[src/bdeq_pkg.sv]
// Shared constants, codes and controller/datapath command types for the deque.
package bdeq_pkg;

	localparam int DEPTH      = 16;
	localparam int IDX_W      = $clog2(DEPTH);
	localparam int CNT_W      = $clog2(DEPTH + 1);
	localparam int KIND_W     = 3;
	localparam int VAL_W      = 32;
	localparam int STATUS_W   = 2;

	localparam logic [KIND_W-1:0] KIND_PUSH_FRONT = 3'd0;
	localparam logic [KIND_W-1:0] KIND_PUSH_BACK  = 3'd1;
	localparam logic [KIND_W-1:0] KIND_POP_FRONT  = 3'd2;
	localparam logic [KIND_W-1:0] KIND_POP_BACK   = 3'd3;
	localparam logic [KIND_W-1:0] KIND_LIST       = 3'd4;

	localparam logic [STATUS_W-1:0] STATUS_OK    = 2'd0;
	localparam logic [STATUS_W-1:0] STATUS_EMPTY = 2'd1;
	localparam logic [STATUS_W-1:0] STATUS_FULL  = 2'd2;

	typedef logic [IDX_W-1:0] idx_t;
	typedef logic [CNT_W-1:0] cnt_t;

	// Commands from the controller to the datapath
	typedef struct packed {
		logic                push_front;
		logic                push_back;
		logic                pop_front;
		logic                pop_back;
		logic                list_start;
		logic                list_next;
		logic                load_out;
		logic                use_rd;
		logic [STATUS_W-1:0] status;
		logic                last;
	} bdeq_cmd_t;

	// Status from the datapath to the controller
	typedef struct packed {
		logic empty;
		logic full;
		logic list_end;
		logic out_free;
	} bdeq_stat_t;

endpackage

[src/bdeq_if.sv]
// Valid/ready channel interfaces for operation requests and results.
interface bdeq_in_if;
	logic                              valid;
	logic                              ready;
	logic [bdeq_pkg::KIND_W-1:0]       kind;
	logic signed [bdeq_pkg::VAL_W-1:0] value;

	modport source (output valid, kind, value, input ready);
	modport sink   (input valid, kind, value, output ready);
endinterface

interface bdeq_out_if;
	logic                                valid;
	logic                                ready;
	logic signed [bdeq_pkg::VAL_W-1:0]   result_value;
	logic [bdeq_pkg::STATUS_W-1:0]       status;
	logic [bdeq_pkg::CNT_W-1:0]          entry_count;
	logic                                last;

	modport source (output valid, result_value, status, entry_count, last, input ready);
	modport sink   (input valid, result_value, status, entry_count, last, output ready);
endinterface

[src/bdeq_ctrl.sv]
// Controller state machine: decodes each request and sequences pops and list walks.
module bdeq_ctrl (
	input  logic                          clk,
	input  logic                          arst_n,
	input  logic                          in_valid,
	input  logic [bdeq_pkg::KIND_W-1:0]   kind,
	input  bdeq_pkg::bdeq_stat_t          stat,
	output logic                          in_ready,
	output bdeq_pkg::bdeq_cmd_t           cmd
);

	localparam logic [1:0] S_IDLE = 2'd0;
	localparam logic [1:0] S_POP  = 2'd1;
	localparam logic [1:0] S_LIST = 2'd2;

	logic [1:0] state_q;
	logic [1:0] state_d;
	logic       accept;

	assign in_ready = (state_q == S_IDLE) && stat.out_free;
	assign accept   = in_valid && in_ready;

	// Decode the request and step through the walk
	always_comb begin
		state_d = state_q;
		cmd     = '0;
		cmd.status = bdeq_pkg::STATUS_OK;
		case (state_q)
			S_IDLE: begin
				if (accept) begin
					case (kind)
						bdeq_pkg::KIND_PUSH_FRONT, bdeq_pkg::KIND_PUSH_BACK: begin
							cmd.load_out = 1'b1;
							cmd.last     = 1'b1;
							if (stat.full) begin
								cmd.status = bdeq_pkg::STATUS_FULL;
							end else begin
								cmd.push_front = (kind == bdeq_pkg::KIND_PUSH_FRONT);
								cmd.push_back  = (kind == bdeq_pkg::KIND_PUSH_BACK);
							end
						end
						bdeq_pkg::KIND_POP_FRONT, bdeq_pkg::KIND_POP_BACK: begin
							if (stat.empty) begin
								cmd.load_out = 1'b1;
								cmd.last     = 1'b1;
								cmd.status   = bdeq_pkg::STATUS_EMPTY;
							end else begin
								cmd.pop_front = (kind == bdeq_pkg::KIND_POP_FRONT);
								cmd.pop_back  = (kind == bdeq_pkg::KIND_POP_BACK);
								state_d       = S_POP;
							end
						end
						bdeq_pkg::KIND_LIST: begin
							if (stat.empty) begin
								cmd.load_out = 1'b1;
								cmd.last     = 1'b1;
								cmd.status   = bdeq_pkg::STATUS_EMPTY;
							end else begin
								cmd.list_start = 1'b1;
								state_d        = S_LIST;
							end
						end
						default: begin
							// drop undefined requests without a result
						end
					endcase
				end
			end
			S_POP: begin
				if (stat.out_free) begin
					cmd.load_out = 1'b1;
					cmd.use_rd   = 1'b1;
					cmd.last     = 1'b1;
					state_d      = S_IDLE;
				end
			end
			S_LIST: begin
				if (stat.out_free) begin
					cmd.load_out = 1'b1;
					cmd.use_rd   = 1'b1;
					cmd.last     = stat.list_end;
					if (stat.list_end) begin
						state_d = S_IDLE;
					end else begin
						cmd.list_next = 1'b1;
					end
				end
			end
			default: begin
				state_d = S_IDLE;
			end
		endcase
	end

	// Hold the state
	always_ff @(posedge clk or negedge arst_n) begin
		if (!arst_n) begin
			state_q <= S_IDLE;
		end else begin
			state_q <= state_d;
		end
	end

endmodule

[src/bdeq_dp.sv]
// Datapath: ring store, front index, count, list walker and output register.
module bdeq_dp (
	input  logic                                clk,
	input  logic                                arst_n,
	input  logic signed [bdeq_pkg::VAL_W-1:0]   value,
	input  bdeq_pkg::bdeq_cmd_t                 cmd,
	input  logic                                out_ready,
	output bdeq_pkg::bdeq_stat_t                stat,
	output logic                                out_valid,
	output logic signed [bdeq_pkg::VAL_W-1:0]   result_value,
	output logic [bdeq_pkg::STATUS_W-1:0]       status,
	output logic [bdeq_pkg::CNT_W-1:0]          entry_count,
	output logic                                last
);

	localparam bdeq_pkg::cnt_t CNT_ONE = bdeq_pkg::cnt_t'(1);
	localparam bdeq_pkg::idx_t IDX_ONE = bdeq_pkg::idx_t'(1);
	localparam bdeq_pkg::cnt_t CNT_FULL = bdeq_pkg::cnt_t'(bdeq_pkg::DEPTH);

	logic signed [bdeq_pkg::VAL_W-1:0] mem [bdeq_pkg::DEPTH];
	logic signed [bdeq_pkg::VAL_W-1:0] rd_data_q;

	bdeq_pkg::idx_t front_q;
	bdeq_pkg::idx_t front_d;
	bdeq_pkg::cnt_t count_q;
	bdeq_pkg::cnt_t count_d;
	bdeq_pkg::cnt_t list_idx_q;
	bdeq_pkg::idx_t wr_addr;
	bdeq_pkg::idx_t rd_addr;
	bdeq_pkg::idx_t back_idx;
	logic           wr_en;
	logic           rd_en;

	logic                              out_valid_q;
	logic signed [bdeq_pkg::VAL_W-1:0] result_value_q;
	logic [bdeq_pkg::STATUS_W-1:0]     status_q;
	bdeq_pkg::cnt_t                    entry_count_q;
	logic                              last_q;

	// Ring addressing: wrap by truncation to the index width
	assign back_idx = front_q + count_q[bdeq_pkg::IDX_W-1:0];

	always_comb begin
		front_d = front_q;
		count_d = count_q;
		if (cmd.push_front) begin
			front_d = front_q - IDX_ONE;
			count_d = count_q + CNT_ONE;
		end else if (cmd.push_back) begin
			count_d = count_q + CNT_ONE;
		end else if (cmd.pop_front) begin
			front_d = front_q + IDX_ONE;
			count_d = count_q - CNT_ONE;
		end else if (cmd.pop_back) begin
			count_d = count_q - CNT_ONE;
		end
	end

	assign wr_en   = cmd.push_front || cmd.push_back;
	assign wr_addr = cmd.push_front ? (front_q - IDX_ONE) : back_idx;
	assign rd_en   = cmd.pop_front || cmd.pop_back || cmd.list_start || cmd.list_next;

	always_comb begin
		if (cmd.pop_back) begin
			rd_addr = back_idx - IDX_ONE;
		end else if (cmd.list_next) begin
			rd_addr = front_q + list_idx_q[bdeq_pkg::IDX_W-1:0];
		end else begin
			rd_addr = front_q;
		end
	end

	// Store write and registered read
	always_ff @(posedge clk) begin
		if (wr_en) begin
			mem[wr_addr] <= value;
		end
		if (rd_en) begin
			rd_data_q <= mem[rd_addr];
		end
	end

	// Advance front, count and the list offset
	always_ff @(posedge clk or negedge arst_n) begin
		if (!arst_n) begin
			front_q    <= '0;
			count_q    <= '0;
			list_idx_q <= '0;
		end else begin
			front_q <= front_d;
			count_q <= count_d;
			if (cmd.list_start) begin
				list_idx_q <= CNT_ONE;
			end else if (cmd.list_next) begin
				list_idx_q <= list_idx_q + CNT_ONE;
			end
		end
	end

	// Output register: load a beat, drop it once taken
	always_ff @(posedge clk or negedge arst_n) begin
		if (!arst_n) begin
			out_valid_q <= 1'b0;
		end else if (cmd.load_out) begin
			out_valid_q <= 1'b1;
		end else if (out_ready) begin
			out_valid_q <= 1'b0;
		end
	end

	always_ff @(posedge clk) begin
		if (cmd.load_out) begin
			result_value_q <= cmd.use_rd ? rd_data_q : '0;
			status_q       <= cmd.status;
			entry_count_q  <= count_d;
			last_q         <= cmd.last;
		end
	end

	assign stat.empty    = (count_q == '0);
	assign stat.full     = (count_q >= CNT_FULL);
	assign stat.list_end = (list_idx_q == count_q);
	assign stat.out_free = !out_valid_q || out_ready;

	assign out_valid    = out_valid_q;
	assign result_value = result_value_q;
	assign status       = status_q;
	assign entry_count  = entry_count_q;
	assign last         = last_q;

endmodule

[src/bounded_double_ended_queue.sv]
// Top level of the bounded double-ended queue: joins controller and datapath.
//
// A bounded deque of signed 32-bit values (16 entries) kept in a ring store.
// in_ch carries one request per beat: kind (push front, push back, pop front,
// pop back, list) and value. out_ch returns result beats: result_value,
// status (ok, empty, full), entry_count after the operation, and last on the
// final beat of the request. Undefined kinds are taken and give no beat.
// Push and failed operations: the result beat is registered at the accepting
// edge, so it shows in the next cycle; a next request is taken once the output
// register is free. Pop: the store read is registered, then loaded into the
// output register once it is free; no request is taken meanwhile. List: one
// beat per stored value from front to back after a read start, one per cycle
// while the receiver takes them. The single store read port sets this order.
// in_ch.ready is high while no pop or list is in progress and the output
// register is empty or being taken. When the receiver stalls, the pending
// beat holds and the walk pauses. Reset empties the queue at once; the store
// itself is not cleared.
module bounded_double_ended_queue (
	input  logic         clk,
	input  logic         arst_n,
	bdeq_in_if.sink      in_ch,
	bdeq_out_if.source   out_ch
);

	bdeq_pkg::bdeq_cmd_t  cmd;
	bdeq_pkg::bdeq_stat_t stat;

	bdeq_ctrl u_ctrl (
		.clk      (clk),
		.arst_n   (arst_n),
		.in_valid (in_ch.valid),
		.kind     (in_ch.kind),
		.stat     (stat),
		.in_ready (in_ch.ready),
		.cmd      (cmd)
	);

	bdeq_dp u_dp (
		.clk          (clk),
		.arst_n       (arst_n),
		.value        (in_ch.value),
		.cmd          (cmd),
		.out_ready    (out_ch.ready),
		.stat         (stat),
		.out_valid    (out_ch.valid),
		.result_value (out_ch.result_value),
		.status       (out_ch.status),
		.entry_count  (out_ch.entry_count),
		.last         (out_ch.last)
	);

endmodule

[src/flat_wrapper.sv]
// flat-port wrapper written by rule: the top's interface ports become plain ports
module bounded_double_ended_queue_flat 
  (clk, arst_n, in_ch_valid, in_ch_kind, in_ch_value, in_ch_ready, out_ch_valid, out_ch_result_value, out_ch_status, out_ch_entry_count, out_ch_last, out_ch_ready);
  bdeq_in_if in_ch_i ();
  bdeq_out_if out_ch_i ();
  input  logic clk;
  input  logic arst_n;
  input wire logic [$bits(in_ch_i.valid)-1:0] in_ch_valid;
  input wire logic [$bits(in_ch_i.kind)-1:0] in_ch_kind;
  input wire logic [$bits(in_ch_i.value)-1:0] in_ch_value;
  output wire logic [$bits(in_ch_i.ready)-1:0] in_ch_ready;
  output wire logic [$bits(out_ch_i.valid)-1:0] out_ch_valid;
  output wire logic [$bits(out_ch_i.result_value)-1:0] out_ch_result_value;
  output wire logic [$bits(out_ch_i.status)-1:0] out_ch_status;
  output wire logic [$bits(out_ch_i.entry_count)-1:0] out_ch_entry_count;
  output wire logic [$bits(out_ch_i.last)-1:0] out_ch_last;
  input wire logic [$bits(out_ch_i.ready)-1:0] out_ch_ready;
  assign in_ch_i.valid = in_ch_valid;
  assign in_ch_i.kind = in_ch_kind;
  assign in_ch_i.value = in_ch_value;
  assign in_ch_ready = in_ch_i.ready;
  assign out_ch_valid = out_ch_i.valid;
  assign out_ch_result_value = out_ch_i.result_value;
  assign out_ch_status = out_ch_i.status;
  assign out_ch_entry_count = out_ch_i.entry_count;
  assign out_ch_last = out_ch_i.last;
  assign out_ch_i.ready = out_ch_ready;
  bounded_double_ended_queue u_core (.clk(clk), .arst_n(arst_n), .in_ch(in_ch_i), .out_ch(out_ch_i));
endmodule
[config.mk]
export PLATFORM = sky130hd
export DESIGN_NAME = bounded_double_ended_queue_flat
export DESIGN_NICKNAME = d
export VERILOG_FILES = /design/src/bdeq_pkg.sv /design/src/bdeq_if.sv /design/src/bdeq_ctrl.sv /design/src/bdeq_dp.sv /design/src/bounded_double_ended_queue.sv /design/src/flat_wrapper.sv
export SDC_FILE = /design/constraint.sdc
export NUM_CORES = 1
export LEC_CHECK = 0
export ABC_CLOCK_PERIOD_IN_PS = 6500
export BUFFER_PORTS_ARGS = -buffer_cell sky130_fd_sc_hd__buf_4
export CAP_MARGIN = 20
export CORE_MARGIN = 10
export CORE_UTILIZATION = 35
export CTS_BUF_LIST = sky130_fd_sc_hd__clkbuf_2 sky130_fd_sc_hd__clkbuf_4 sky130_fd_sc_hd__clkbuf_8
export DETAILED_ROUTE_END_ITERATION = 16
export PLACE_DENSITY = 0.56
export SLEW_MARGIN = 15
export SYNTH_ARGS = -nofsm -noshare
export SYNTH_HDL_FRONTEND = slang
export SYNTH_SLANG_ARGS = --single-unit
[constraint.sdc]
create_clock -name clk -period 6.5 [get_ports clk]
set_clock_uncertainty 0.2 [all_clocks]
set_input_delay 0.975 -clock clk [delete_from_list [all_inputs] [get_ports clk]]
set_output_delay 0.975 -clock clk [all_outputs]
set_load 0.02 [all_outputs]
### Word level (Yosys, flattened, before mapping)

Memory sizes are Yosys's and may differ from the RTL's. A register that Yosys moved wholly into a read port is not among the register bits.
Cells that the tools add are included.

| storage, ports and cells | value |
|---|---|
| register bits after elaboration | 57 |
| latch bits | 0 |
| RAM bits | 512 |
| ROM bits | 0 |
| input port bits | 39 |
| output and inout bits | 42 |
| logic and storage cells | 102 |
| memories kept | 1 |

Memories:

| name | depth | bits a word | rd ports | clocked after memory_dff | wr ports | line | RTL |
|---|---|---|---|---|---|---|---|
| u_core.u_dp.mem | 16 | 32 | 1 | 1 | 1 | bdeq_dp.sv:20 | `logic signed [bdeq_pkg::VAL_W-1:0] mem [bdeq_pkg::DEPTH];` |

| cells by class | value |
|---|---|
| $add $sub $neg | 8 |
| multiply operators | 0 |
| div/mod/pow operators | 0 |
| order comparisons | 1 |
| equality and inequality tests | 15 |
| shift-type cells | 0 |
| mux-type cells | 48 |
| bitwise gates (word level) | 0 |
| reductions and logical operators | 20 |

Operators by type and width:

| operator | count |
|---|---|
| $mux 5 | 8 |
| $mux 2 | 13 |
| $mux 4 | 6 |
| $mux 1 | 13 |
| $add 5x1->5 const B | 2 |
| $add 4x4->4 | 2 |
| $ne 2x2->1 const B | 4 |
| $sub 4x1->4 const B | 2 |
| $reduce_and 7->1 | 1 |
| $eq 3x2->1 const B | 2 |
| $ne 3x3->1 const B | 2 |
| $pmux 1 s3 | 2 |
| $pmux 2 s3 | 1 |
| $pmux 3 s2 | 1 |
| $reduce_bool 2->1 | 3 |
| $eq 5x5->1 | 1 |
| $ge 5x5->1 const B | 1 |
| $logic_not 5->1 | 1 |
| $logic_or 1x1->1 | 5 |
| $sub 5x1->5 const B | 1 |
| $add 4x1->4 const B | 1 |
| $pmux 1 s2 | 2 |
| $pmux 2 s2 | 1 |
| $reduce_and 2->1 | 2 |
| other kinds (13) | 15 |

### Longest topological paths before layout

| depth | value |
|---|---|
| depth after elaboration | 10 |
| mapped depth | 13 |
| depth with buffers taken out | 11 |

### Hierarchy

Synthesis repeated with hierarchy kept, for this count alone.

| second synthesis, totals | value |
|---|---|
| cells, all modules | 1,991 |
| area, all modules | 29,127.9 um^2 |

By module, submodules not included:

| module | times used | cells an instance | area each (um^2) | seq. area each (um^2) |
|---|---|---|---|---|
| bdeq_dp | 1 | 1,949 | 28,792.6 | 17,912.2 |
| bdeq_ctrl | 1 | 42 | 335.3 | 50.0 |

### Least setup slack after synthesis

Ideal clock, no wire load.

| timing | value |
|---|---|
| kind | input port to flip-flop |
| start point | input port out_ch_ready |
| end point | memory u_core.u_dp.mem[5][0] (netlist bit), enable pin |
| library setup time | 0.421 ns |
| data arrival time | 3.951 ns |
| data required time | 5.879 ns |
| setup slack | 1.928 ns |
| stages on the path | 8 |
| path buffers | 0 |
| cells stage by stage | nand2b_1 > nand3_1 > or4_1 > nor2_1 > mux2i_1 > xor2_1 > nand2_1 > nor2_1 |

| on the way | value |
|---|---|
| word-level cells in the longest chain between the ends | 8 |
| elaborated cells on any way between the ends | 9 |
| classes of those cells | 5 x mux; 4 x reduce/logical |

Ends and longest elaborated chain:

| element | line | RTL |
|---|---|---|
| from (decl) | flat_wrapper.sv:17 | `input wire logic [$bits(out_ch_i.ready)-1:0] out_ch_ready;` |
| $logic_or 1x1->1 * | bdeq_dp.sv:123 | `assign stat.out_free = !out_valid_q \|\| out_ready;` |
| $logic_and 1x1->1 * | bdeq_ctrl.sv:20 | `assign in_ready = (state_q == S_IDLE) && stat.out_free;` |
| $logic_and 1x1->1 * | bdeq_ctrl.sv:21 | `assign accept = in_valid && in_ready;` |
| $mux 5 * | bdeq_ctrl.sv:30 | `if (accept) begin` |
| $mux 5 * | bdeq_ctrl.sv:28 | `case (state_q)` |
| $logic_or 1x1->1 | bdeq_dp.sv:59 | `assign wr_en = cmd.push_front \|\| cmd.push_back;` |
| $mux 1 | bdeq_dp.sv:75 | `if (wr_en) begin` |
| $mux 1 (implied by the code) | bdeq_dp.sv:76 | `mem[wr_addr] <= value;` |
| to (decl) | bdeq_dp.sv:20 |  |

Mark *: on every way between the ends. The rest lies on a longest branch, timed or not.

### Worst setup path in the final report

| timing | value |
|---|---|
| start point | register u_core.u_dp.front_q[0] |
| end point | register u_core.u_dp.rd_data_q[31] (netlist bit), read port of u_core.u_dp.mem, data pin |

| on the way | value |
|---|---|
| word-level cells in the longest chain between the ends | 3 |
| elaborated cells on any way between the ends | 5 |
| classes of those cells | 3 x add/sub; 2 x mux |

Ends and longest elaborated chain:

| element | line | RTL |
|---|---|---|
| from (decl) | bdeq_dp.sv:23 | `bdeq_pkg::idx_t front_q;` |
| from (signal assigned) | bdeq_dp.sv:90 | `front_q <= front_d;` |
| $add 4x4->4, on equally long branches | bdeq_dp.sv:41, bdeq_dp.sv:67 |  |
| $sub 4x1->4 / $mux 4 (equally long branches) | bdeq_dp.sv:65, bdeq_dp.sv:66 |  |
| $mux 4 * | bdeq_dp.sv:64 | `if (cmd.pop_back) begin` |
| to (decl) | bdeq_dp.sv:21 | `logic signed [bdeq_pkg::VAL_W-1:0] rd_data_q;` |

Marked as above.
A chain may end at the register's enable or synchronous reset.

==> impl_metrics.env <==
export IMPL_die_w_um=279.3
export IMPL_drtPass1Iterations=6
export IMPL_register_area_um2=17960
export IMPL_post_dp_cell_area_um2=25450
export IMPL_drive_above_1_share=0.1943
export IMPL_grt_pass1_wl_mm=82.66
export IMPL_hold_viol=0
export IMPL_root_buffer="clkbuf_8"
export IMPL_dieArea_um2=77980
export IMPL_remaining_drc_errors=0
export IMPL_crit_fanout=32
export IMPL_min_period_ns=4.727
export IMPL_fin_nets=1520
export IMPL_insertion_delay_ns=0.69
export IMPL_timing_final_max_slew_violations=0
export IMPL_final_cell_mix="584 x edfxtp_1, 260 x mux2i_1, 128 x o22ai_1"
export IMPL_yosys_warnings=0
export IMPL_critPathKind="flip-flop to flip-flop"
export IMPL_syn_to_final_growth_pct=15.98
export IMPL_synth_edf_count=584
export IMPL_via_per_inst=5.102
export IMPL_setup_tns_ns=0
export IMPL_place_hpwl_mm=33.29
export IMPL_place_congestion=0.7517
export IMPL_synth_area_um2=23530
export IMPL_rows=94
export IMPL_fillCellCount=5909
export IMPL_critPathLaunchType="flip-flop"
export IMPL_path_cells="ha_1 -> inv_1 -> fa_1 -> nor3b_1 -> xnor3_1 -> mux2i_1 -> xnor2_2 -> nand3b_2 -> o22ai_1 -> or4_1"
export IMPL_crit_slowest_cell="nand3b_2"
export IMPL_post_cts_setup_buffers=0
export IMPL_cp_arrival_ns=4.91
export IMPL_ys_ff_latch=601
export IMPL_synth_distinct_cells=49
export IMPL_grt_max_degree=53
export IMPL_clock_path_buffers=3
export IMPL_synth_net_count=1376
export IMPL_hold_path_class="flip-flop to flip-flop"
export IMPL_via_count=12250
export IMPL_outcome="finished clean"
export IMPL_layout_commonest_cell="edfxtp_1"
export IMPL_synth_ff_type="edfxtp_1"
export IMPL_cts_tree="yes"
export IMPL_clk_pin_slew_ns=0.06
export IMPL_seq_area_frac_synth=0.7635
export IMPL_core_area_um2=66220
export IMPL_peakVddDrop_uv=332.4
export IMPL_synth_cells=1319
export IMPL_setup_viol=0
export IMPL_endpoint_kind="flip-flop"
export IMPL_synthArstFlopShare=0.02829
export IMPL_ant_nets=0
export IMPL_track_usage=0.1412
export IMPL_numCtsBuffers=98
export IMPL_initial_core_util=0.3553
export IMPL_multiInputGateArea_um2=5308
export IMPL_max_freq_mhz=211.5
export IMPL_synth_avg_cell_area_um2=17.84
export IMPL_io_pins=81
export IMPL_die_y_um=279.3
export IMPL_design_area_um2=27280
export IMPL_rsz0062_at_grt="false"
export IMPL_drv_cap=0
export IMPL_slowest_delay_ns=0.86
export IMPL_wirelength_mm=55.53
export IMPL_tightestPinTransition_ns=1.126
export IMPL_period_share=0.7273
export IMPL_cellPowerDensity_nw_per_um2=440.4
export IMPL_worstPathRequired_ns=6.68
export IMPL_relSlewSlack=0.2467
export IMPL_portBuffers=80
export IMPL_grt_pass1_vias=12720
export IMPL_cts_sinks=601
export IMPL_wl_per_cell_um=23.14
export IMPL_antenna_found_initial=6
export IMPL_drt_initial_drc_count=730
export IMPL_cts_htree_levels=3
export IMPL_leakagePower_nw=8.916
export IMPL_grt_overflow_total=0
==> critical path, delay by kind of cell, from the launching register on <==
family / cells / cell delay (ns)
AOI/OAI and AO/OA: 1 / 0.30
DFF: 1 / 0.56
and+or+nand+nor: 3 / 1.76
adders and majority gates: 2 / 0.84
muxes: 1 / 0.23
buffers and inverters: 1 / 0.05
xor gates and xnor gates: 2 / 0.47
==> cell usage after synthesis (all sizes together), types with 2 or more instances <==
master | n | area [um2]
edfxtp | 584 | 17540
mux2i | 260 | 2603
o22ai | 128 | 800.8
buf | 54 | 330.3
nor2 | 36 | 135.1
and3 | 34 | 212.7
or4 | 33 | 247.7
clkbuf | 17 | 63.81
dfrtp | 17 | 425.4
ha | 16 | 200.2
nand2 | 15 | 56.30
xnor2 | 15 | 138.9
o21ai | 11 | 55.05
a21oi | 10 | 57.56
inv | 10 | 37.54
nand3 | 8 | 40.04
xor2 | 8 | 70.07
nand2b | 7 | 43.79
and2 | 6 | 37.54
nor3b | 5 | 37.54
or2 | 5 | 31.29
a211oi | 4 | 30.03
nand3b | 4 | 33.78
nand4 | 4 | 25.02
nor3 | 4 | 20.02
o211ai | 3 | 22.52
a21o | 2 | 15.01
a22oi | 2 | 15.01
fa | 2 | 40.04
nor2b | 2 | 12.51
nor4 | 2 | 27.53
o2bb2ai | 2 | 17.52
o31ai | 2 | 25.02
==> through the flow <==
stage	power, mW	utilization	hold WS (ns)	worst slack [ns]	std cells
global route	12.65	0.4120	0.3655	1.481	2398
floorplan	7.631	-	0.3247	1.928	1319
CTS	12.15	0.4117	0.3430	1.759	2397
global placement	9.032	0.3815	0.3402	1.662	2217
finish	12.02	0.4121	0.3513	1.773	2400
detailed placement	9.074	0.3843	0.3386	1.624	2225
==> where the power goes <==
| group | total (mW) | internal [mW] | switching, mW |
|---|---|---|---|
| logic | 4.06 | 1.50 | 2.56 |
| registers | 4.92 | 4.76 | 0.159 |
| clock network | 3.04 | 1.61 | 1.43 |
==> what timing repair did <==
| action | 4_1_cts | 5_1_grt |
|---|---|---|
| hold endpoints to repair | 17 | 0 |
| endpoints found under the setup margin | 0 | 0 |
| resized for setup | 0 | 0 |
| hold buffers | 1 | 0 |
==> final cells by class <==
type | count | area share
flip-flops and latches | 601 | 0.6583
multi-input cells | 637 | 0.1945
clock buffers | 133 | 0.05952
repair buffers | 115 | 0.03990
well taps | 864 | 0.03962
clock inverters | 38 | 0.006558
inverters | 10 | 0.001376
diodes | 2 | 0.0001834
==> kinds of logic after synthesis <==
family,synth area share
AOI/OAI and AO/OA,0.04595
adders and majority gates,0.01021
DFF,0.7635
muxes,0.1106
xor gates and xnor gates,0.009840
buffers and inverters,0.01835
and+or+nand+nor,0.04149
==> flip-flops by register name, indices dropped and copies added (netlist names), 4 cells and up <==
signal                    flops
u_core.u_dp.count_q           5
u_core.u_dp.front_q           4
u_core.u_dp.list_idx_q        5
u_core.u_dp.result_value     32
u_core.u_dp.entry_count       5
u_core.u_dp.mem             512
u_core.u_dp.rd_data_q        32
==> worst paths after layout <==
path	start	to	slack [ns]	cells past startpoint
worst max-delay path	u_core.u_dp.front_q[0]	u_core.u_dp.rd_data_q[31]	1.77	10
worst min-delay path	u_core.u_dp.rd_data_q[7]	u_core.u_dp.result_value[7]	0.35	1
worst max register to register	u_core.u_dp.front_q[0]	u_core.u_dp.rd_data_q[31]	1.77	10
worst min register to register	u_core.u_dp.rd_data_q[7]	u_core.u_dp.result_value[7]	0.35	1
max in group asynchronous	arst_n	u_core.u_dp.out_valid	5.35	2
min in group asynchronous	arst_n	u_core.u_dp.front_q[1]	0.53	2
==> layer usage <==
layer / GRT usage / part of all wire
met5: 0 / 0.00029
met4: 0.04599 / 0.019
met3: 0.03645 / 0.063
met2: 0.2256 / 0.47
met1: 0.1852 / 0.45
No activity file was read; power rests on OpenSTA's default activity.
